--- src/design/ctse_pkg.sv ---
// ----------------------------------------------------------------------------
// ctse_pkg: calendar time set editor definitions
// Action codes, field bounds and month length lookup.
// ----------------------------------------------------------------------------
package ctse_pkg;

  typedef enum logic [2:0] {
    ACT_MODE = 3'd0,
    ACT_NEXT = 3'd1,
    ACT_INC  = 3'd2,
    ACT_DEC  = 3'd3,
    ACT_TICK = 3'd4,
    ACT_LOAD = 3'd5
  } action_t;

  localparam int unsigned NUM_FIELDS = 6;

  localparam logic [6:0] YEAR_MAX   = 7'd99;
  localparam logic [3:0] MONTH_MAX  = 4'd12;
  localparam logic [4:0] HOUR_MAX   = 5'd23;
  localparam logic [5:0] MINSEC_MAX = 6'd59;
  localparam logic [2:0] SEL_LAST   = 3'(NUM_FIELDS - 1);

  localparam logic [9:0] BLINK_PERIOD_RST = 10'd500;

  // month length, 0 for an invalid month
  function automatic logic [4:0] month_len(input logic [3:0] m, input logic leap);
    logic [4:0] len;
    case (m)
      4'd1, 4'd3, 4'd5, 4'd7, 4'd8, 4'd10, 4'd12: len = 5'd31;
      4'd4, 4'd6, 4'd9, 4'd11:                    len = 5'd30;
      4'd2:                                       len = leap ? 5'd29 : 5'd28;
      default:                                    len = 5'd0;
    endcase
    return len;
  endfunction

endpackage

--- src/design/calendar_time_set_editor_core.sv ---
// ----------------------------------------------------------------------------
// calendar_time_set_editor_core: calendar time set editor
// An accepted item goes through the input register, then the state and result
// registers, where its result is valid. Throughput one item per cycle unless
// out_stall holds the output, with a single state update stage. Synchronous
// active-low reset: time fields go to year 0, month 1, day 1, 00:00:00, show
// mode, blink period 500.
// ----------------------------------------------------------------------------
module calendar_time_set_editor_core (
  input  logic       clk,
  input  logic       rst_n,
  input  logic       cfg_we,
  input  logic [9:0] cfg_wdata,
  input  logic       in_valid,
  output logic       in_stall,
  input  logic [2:0] in_action,
  input  logic [6:0] in_load_year,
  input  logic [3:0] in_load_month,
  input  logic [4:0] in_load_day,
  input  logic [4:0] in_load_hour,
  input  logic [5:0] in_load_minute,
  input  logic [5:0] in_load_second,
  output logic       out_valid,
  input  logic       out_stall,
  output logic [6:0] out_year,
  output logic [3:0] out_month,
  output logic [4:0] out_day,
  output logic [4:0] out_hour,
  output logic [5:0] out_minute,
  output logic [5:0] out_second,
  output logic       out_edit_mode,
  output logic [2:0] out_field_select,
  output logic [5:0] out_blank_mask,
  output logic       out_commit
);
  import ctse_pkg::*;

  logic [9:0] blink_period_r;

  // input register
  logic       in_vld_r;
  logic [2:0] act_r;
  logic [6:0] ld_year_r;
  logic [3:0] ld_month_r;
  logic [4:0] ld_day_r;
  logic [4:0] ld_hour_r;
  logic [5:0] ld_minute_r;
  logic [5:0] ld_second_r;

  // state
  logic [6:0] year_r, year_nxt;
  logic [3:0] month_r, month_nxt;
  logic [4:0] day_r, day_nxt;
  logic [4:0] hour_r, hour_nxt;
  logic [5:0] minute_r, minute_nxt;
  logic [5:0] second_r, second_nxt;
  logic       mode_r, mode_nxt;
  logic [2:0] sel_r, sel_nxt;
  logic       blink_r, blink_nxt;
  logic [9:0] tick_r, tick_nxt;

  // result
  logic       out_vld_r;
  logic [5:0] blank_r, blank_nxt;
  logic       commit_r, commit_nxt;

  logic adv;
  assign adv      = !out_vld_r || !out_stall;
  assign in_stall = in_vld_r && !adv;

  // adjust datapath
  logic [5:0] inc_hot, dec_hot;
  logic [7:0] y_up;
  logic [6:0] y_up_c, y_dn_c;
  logic [4:0] m_up;
  logic [3:0] m_up_c, m_dn_c;
  logic [4:0] len_up, len_dn;
  logic [5:0] d_up;
  logic [4:0] d_up_c, d_dn, d_dn_c;
  logic       d_lt1;
  logic [5:0] h_up;
  logic [4:0] h_up_c, h_dn_c;
  logic [6:0] mi_up, s_up;
  logic [5:0] mi_up_c, mi_dn_c, s_up_c, s_dn_c;

  always_comb begin
    for (int i = 0; i < NUM_FIELDS; i++) begin
      inc_hot[i] = (sel_r == 3'(i));
    end
    dec_hot = inc_hot;

    // increment path
    y_up   = {1'b0, year_r} + {7'd0, inc_hot[0]};
    y_up_c = (y_up > {1'b0, YEAR_MAX}) ? 7'd0 : y_up[6:0];
    m_up   = {1'b0, month_r} + {4'd0, inc_hot[1]};
    m_up_c = (m_up > {1'b0, MONTH_MAX}) ? 4'd1 : m_up[3:0];
    len_up = month_len(m_up_c, y_up_c[1:0] == 2'd0);
    d_up   = {1'b0, day_r} + {5'd0, inc_hot[2]};
    d_up_c = (len_up != 5'd0 && d_up > {1'b0, len_up}) ? 5'd1 : d_up[4:0];
    h_up   = {1'b0, hour_r} + {5'd0, inc_hot[3]};
    h_up_c = (h_up > {1'b0, HOUR_MAX}) ? 5'd0 : h_up[4:0];
    mi_up  = {1'b0, minute_r} + {6'd0, inc_hot[4]};
    mi_up_c = (mi_up > {1'b0, MINSEC_MAX}) ? 6'd0 : mi_up[5:0];
    s_up   = {1'b0, second_r} + {6'd0, inc_hot[5]};
    s_up_c = (s_up > {1'b0, MINSEC_MAX}) ? 6'd0 : s_up[5:0];

    // decrement path
    y_dn_c = (dec_hot[0] && year_r == 7'd0) ? YEAR_MAX : year_r - {6'd0, dec_hot[0]};
    m_dn_c = (month_r == 4'd0 || (dec_hot[1] && month_r == 4'd1)) ? MONTH_MAX :
             month_r - {3'd0, dec_hot[1]};
    len_dn = month_len(m_dn_c, y_dn_c[1:0] == 2'd0);
    d_dn   = day_r - {4'd0, dec_hot[2]};
    d_lt1  = (day_r == 5'd0) || (dec_hot[2] && day_r == 5'd1);
    if (len_dn == 5'd0) begin
      d_dn_c = d_dn;
    end else if (d_lt1) begin
      d_dn_c = len_dn;
    end else if (d_dn > len_dn) begin
      d_dn_c = 5'd1;
    end else begin
      d_dn_c = d_dn;
    end
    h_dn_c  = (dec_hot[3] && hour_r == 5'd0) ? HOUR_MAX : hour_r - {4'd0, dec_hot[3]};
    mi_dn_c = (dec_hot[4] && minute_r == 6'd0) ? MINSEC_MAX :
              minute_r - {5'd0, dec_hot[4]};
    s_dn_c  = (dec_hot[5] && second_r == 6'd0) ? MINSEC_MAX :
              second_r - {5'd0, dec_hot[5]};
  end

  // next state
  always_comb begin
    year_nxt   = year_r;
    month_nxt  = month_r;
    day_nxt    = day_r;
    hour_nxt   = hour_r;
    minute_nxt = minute_r;
    second_nxt = second_r;
    mode_nxt   = mode_r;
    sel_nxt    = sel_r;
    blink_nxt  = blink_r;
    tick_nxt   = tick_r;
    commit_nxt = 1'b0;
    case (act_r)
      ACT_MODE: begin
        if (!mode_r) begin
          mode_nxt = 1'b1;
          sel_nxt  = 3'd0;
        end else begin
          mode_nxt   = 1'b0;
          commit_nxt = 1'b1;
        end
      end
      ACT_NEXT: begin
        if (mode_r) begin
          sel_nxt = (sel_r >= SEL_LAST) ? 3'd0 : sel_r + 3'd1;
        end
      end
      ACT_INC: begin
        if (mode_r && sel_r <= SEL_LAST) begin
          year_nxt   = y_up_c;
          month_nxt  = m_up_c;
          day_nxt    = d_up_c;
          hour_nxt   = h_up_c;
          minute_nxt = mi_up_c;
          second_nxt = s_up_c;
        end
      end
      ACT_DEC: begin
        if (mode_r && sel_r <= SEL_LAST) begin
          year_nxt   = y_dn_c;
          month_nxt  = m_dn_c;
          day_nxt    = d_dn_c;
          hour_nxt   = h_dn_c;
          minute_nxt = mi_dn_c;
          second_nxt = s_dn_c;
        end
      end
      ACT_TICK: begin
        tick_nxt = tick_r + 10'd1;
        if (tick_nxt >= blink_period_r) begin
          tick_nxt  = 10'd0;
          blink_nxt = !blink_r;
        end
      end
      ACT_LOAD: begin
        if (!mode_r) begin
          year_nxt   = ld_year_r;
          month_nxt  = ld_month_r;
          day_nxt    = ld_day_r;
          hour_nxt   = ld_hour_r;
          minute_nxt = ld_minute_r;
          second_nxt = ld_second_r;
        end
      end
      default: begin
      end
    endcase
    blank_nxt = (mode_nxt && blink_nxt && sel_nxt <= SEL_LAST) ? (6'd1 << sel_nxt) : 6'd0;
  end

  always_ff @(posedge clk) begin
    if (!rst_n) begin
      blink_period_r <= BLINK_PERIOD_RST;
    end else if (cfg_we) begin
      blink_period_r <= cfg_wdata;
    end
  end

  always_ff @(posedge clk) begin
    if (!rst_n) begin
      in_vld_r <= 1'b0;
    end else if (!in_stall) begin
      in_vld_r <= in_valid;
    end
  end

  always_ff @(posedge clk) begin
    if (!in_stall) begin
      act_r       <= in_action;
      ld_year_r   <= in_load_year;
      ld_month_r  <= in_load_month;
      ld_day_r    <= in_load_day;
      ld_hour_r   <= in_load_hour;
      ld_minute_r <= in_load_minute;
      ld_second_r <= in_load_second;
    end
  end

  always_ff @(posedge clk) begin
    if (!rst_n) begin
      year_r    <= 7'd0;
      month_r   <= 4'd1;
      day_r     <= 5'd1;
      hour_r    <= 5'd0;
      minute_r  <= 6'd0;
      second_r  <= 6'd0;
      mode_r    <= 1'b0;
      sel_r     <= 3'd0;
      blink_r   <= 1'b0;
      tick_r    <= 10'd0;
      out_vld_r <= 1'b0;
      blank_r   <= 6'd0;
      commit_r  <= 1'b0;
    end else if (adv) begin
      out_vld_r <= in_vld_r;
      if (in_vld_r) begin
        year_r   <= year_nxt;
        month_r  <= month_nxt;
        day_r    <= day_nxt;
        hour_r   <= hour_nxt;
        minute_r <= minute_nxt;
        second_r <= second_nxt;
        mode_r   <= mode_nxt;
        sel_r    <= sel_nxt;
        blink_r  <= blink_nxt;
        tick_r   <= tick_nxt;
        blank_r  <= blank_nxt;
        commit_r <= commit_nxt;
      end
    end
  end

  assign out_valid        = out_vld_r;
  assign out_year         = year_r;
  assign out_month        = month_r;
  assign out_day          = day_r;
  assign out_hour         = hour_r;
  assign out_minute       = minute_r;
  assign out_second       = second_r;
  assign out_edit_mode    = mode_r;
  assign out_field_select = sel_r;
  assign out_blank_mask   = blank_r;
  assign out_commit       = commit_r;

endmodule
--- config.mk ---
export PLATFORM = sky130hd
export DESIGN_NAME = calendar_time_set_editor_core
export DESIGN_NICKNAME = d
export VERILOG_FILES = /design/src/design/ctse_pkg.sv /design/src/design/calendar_time_set_editor_core.sv
export SDC_FILE = /design/constraint.sdc
export NUM_CORES = 1
export LEC_CHECK = 0
export BUFFER_PORTS_ARGS = -buffer_cell sky130_fd_sc_hd__clkbuf_2
export CORE_AREA = 2 2 106 108
export DETAILED_ROUTE_END_ITERATION = 7
export DIE_AREA = 0 0 108 110
export GPL_TIMING_DRIVEN = 0
export PLACE_DENSITY = 0.85
export SLEW_MARGIN = 5
export SYNTH_ARGS = -nofsm -noshare
export SYNTH_HDL_FRONTEND = slang
export SYNTH_SLANG_ARGS = --single-unit
--- constraint.sdc ---
create_clock -name clk -period 6.8 [get_ports clk]
set_input_delay 1.02 -clock clk [delete_from_list [all_inputs] [get_ports clk]]
set_output_delay 1.02 -clock clk [all_outputs]
set_load 0.02 [all_outputs]
==> flow_summary.yaml <==
status:
  status: "finished, final reports clean"
grt:
  antenna_found_initial: 0
  grt_usage_pct: 31.7
  grt_max_degree: 23
  grt_first_pass_wirelength_um: 29100
  gr-total-overflow: 0
  grt_pass1_vias: 5895
drt:
  dr.pass1.iters: 7
  ant_nets: 0
  via_count: 6312
  drt_iter0_markers: 563
  wire_per_inst_um: 18.0
  drt-vias-per-instance: 6.18
  route.detailed.drc: 0
  wl_um: 18400
critical_path:
  critPathArrivalTime_ns: 4.85
  crit_required_ns: 7.05
  reg2reg_setup_slack_ns: 2.19
  crit_type: "reg -> reg"
  reg2reg_from: "out_field_select[0]"
  setup.worst_path.end_class: "flip-flop"
  start_kind: "flip-flop"
  cp-startpoint: "out_field_select[0]"
  critPathMaxFanout: 8
cts:
  cts_buffer_depth: 2
  htreeDepth: 3
  root_buffer: "clkbuf_8"
  clock_latency_ns: 0.41
  cts_made_buffers: 9
  postCtsHoldBufs: 0
  cts_setup_buffers: 0
  path_clk_slew_ns: 0.10
  clock-sinks: 103
  cts_tree: "done"
  cts_resized: 0
floorplanning:
  initial_core_util_pct: 61.8
  die_w_um: 108
  rows: 38
  io_pins: 97
  die-area_um2: 11900
  die_height_um: 110
  core_area_um2: 10700
logic_synthesis:
  synth_common_cells: "73 x nand2_1, 67 x dfxtp_1, 53 x nor2_1"
  postSynth.asyncResetShare_pct: 0
  synthFlopType: "dfxtp_1"
  synthTopCellsByArea: "dfxtp_1 20%, edfxtp_1 16%, ha_1 9.6%, nand2_1 4.1%, a21oi_1 3.9%"
  synth_seq_cells: 103
  ys_seq_area_share_pct: 36.6
  syn-cell-area_um2: 6610
  synth-edff-count: 36
  ys_types: 67
  yosysMostFrequentCell: "nand2_1"
  synth_top_area_share_pct: 20.3
  syn_inst: 769
  syn_avg_cell_area_um2: 8.60
  syn-num-nets: 871
  yosysWarnings: 0
  yosysTopAreaCell: "dfxtp_1"
placed_design:
  gp_congestion: 0.958
  place_area_um2: 7300
  dp_hpwl_um: 13700
  io_buffer_count: 95
sta:
  fin_crit_sh_pct: 67.7
  grt_setup_unrepaired: "no"
  fin_setup_tns_ns: 0
  relSlewSlack_pct: 29.0
  slew_viol_final: 0
  skew_ns: 0.0142
  hold_violations: 0
  fin_crit_ns: 4.61
  fmax_mhz: 217
  tightest_slew_ns: 1.06
  finalSetupViolCount: 0
finish:
  drive_above_1_share_pct: 15.0
  design_area_um2: 7500
  fill_cells: 856
  area_delta_synth_final_pct: 13.4
  fin_nets: 978
  antennaDiodeCount: 0
pwr:
  cellLeakagePower_nw: 3.16
  pwr_density_cell_nw_per_um2: 170
  ir_worst_vdd_mv: 0.165
worst_hold_path:
  min_from: "out_blank_mask[1]"
  hold_path.class: "reg -> reg"
flow_run:
  drv_cap: 0
==> registers in the layout (all words and copies together) (netlist names), 5 cells and up <==
register and count:
tick_r 10, ld_second_r 6, ld_hour_r 5, ld_day_r 5
out_hour 5, blink_period_r 10, out_day 5, out_blank_mask 6
ld_minute_r 6, ld_year_r 7, out_second 6, out_year 7
out_minute 6
==> report_power, final <==
group	internal, W	switching [W]
combinational	0.0000702	0.000121
clock	0.000176	0.000234
sequential	0.000659	0.0000147
==> per-stage QoR <==
stage	cells	total power, W	worst slack [ns]	hold WS [ns]	util, %
after floorplan	769	0.000807	2.92	0.444	-
after detailed placement	1005	0.000871	2.31	0.460	68.2
final	1021	0.00127	2.19	0.478	70.1
after CTS	1021	0.00127	2.26	0.478	70.1
after global routing	1021	0.00132	1.81	0.497	70.1
after global placement	1004	0.000865	2.40	0.447	67.9
==> area by class of cell <==
cell class	instances	area (um^2)	share of cell area, %
repair buffers	96	503	6.71
plain buffers	48	205	2.74
clock inverters	7	80.1	1.07
clock buffers	9	124	1.65
inverters	43	161	2.15
flip-flops and latches	103	2420	32.3
multi-input cells	575	3830	51.1
well taps	140	175	2.34
==> cells by family after synthesis <==
logic type	count (synthesis)	share of synthesized area, %
AND/OR/NAND/NOR	248	18.3
AO/OA/AOI/OAI	232	23.7
flip-flops	103	36.6
buffers and inverters	91	5.54
adder cells (fa/ha/maj)	51	9.65
XOR/XNOR	35	4.75
multiplexers	9	1.38
==> metal layers <==
| layer | vias to the layer above | track usage (%) | share of wire, % |
|---|---|---|---|
| li1 | 3036 | - | - |
| met1 | 2957 | 41.2 | 43 |
| met5 | - | 0 | 0 |
| met4 | 0 | 12.8 | 3.0 |
| met2 | 273 | 51.7 | 47 |
| met3 | 46 | 6.76 | 7.5 |
==> path summary, 6_finish.rpt <==
kind                             to  depth (start not counted)
setup / recovery         out_day[2]                         20
hold / removal    out_blank_mask[1]                          2
setup reg to reg         out_day[2]                         20
hold reg to reg   out_blank_mask[1]                          2
==> critical path: stages, from the launching register on <==
cell and delay, ns:
dfxtp_1 0.49, inv_1 0.11, ha_1 0.27, nor2b_1 0.20, ha_1 0.24, ha_1 0.30
o41ai_1 0.50, a41oi_1 0.09, o21ai_1 0.19, o211ai_1 0.20, a31oi_1 0.20, mux2i_1 0.09
nand2b_1 0.17, ha_1 0.20, nor2b_1 0.10, o21ai_0 0.08, a32oi_1 0.16, o22ai_1 0.11
and2_1 0.22, a2111oi_0 0.44, a211oi_1 0.11
==> cells in the final DEF (no fill, tap or decap), types with 11 or more instances in the layout <==
master,instances
a211oi_1,18
nor2_1,53
inv_1,43
xnor2_1,20
o21ai_0,44
nor3_1,15
o31ai_1,12
and2_1,11
clkbuf_1,31
nand3_1,31
nand2_1,73
xor2_1,14
a21oi_1,52
ha_1,51
clkbuf_2,95
edfxtp_1,36
o211ai_1,16
dfxtp_1,67
Note: power is estimated with default switching activity, not from simulation.
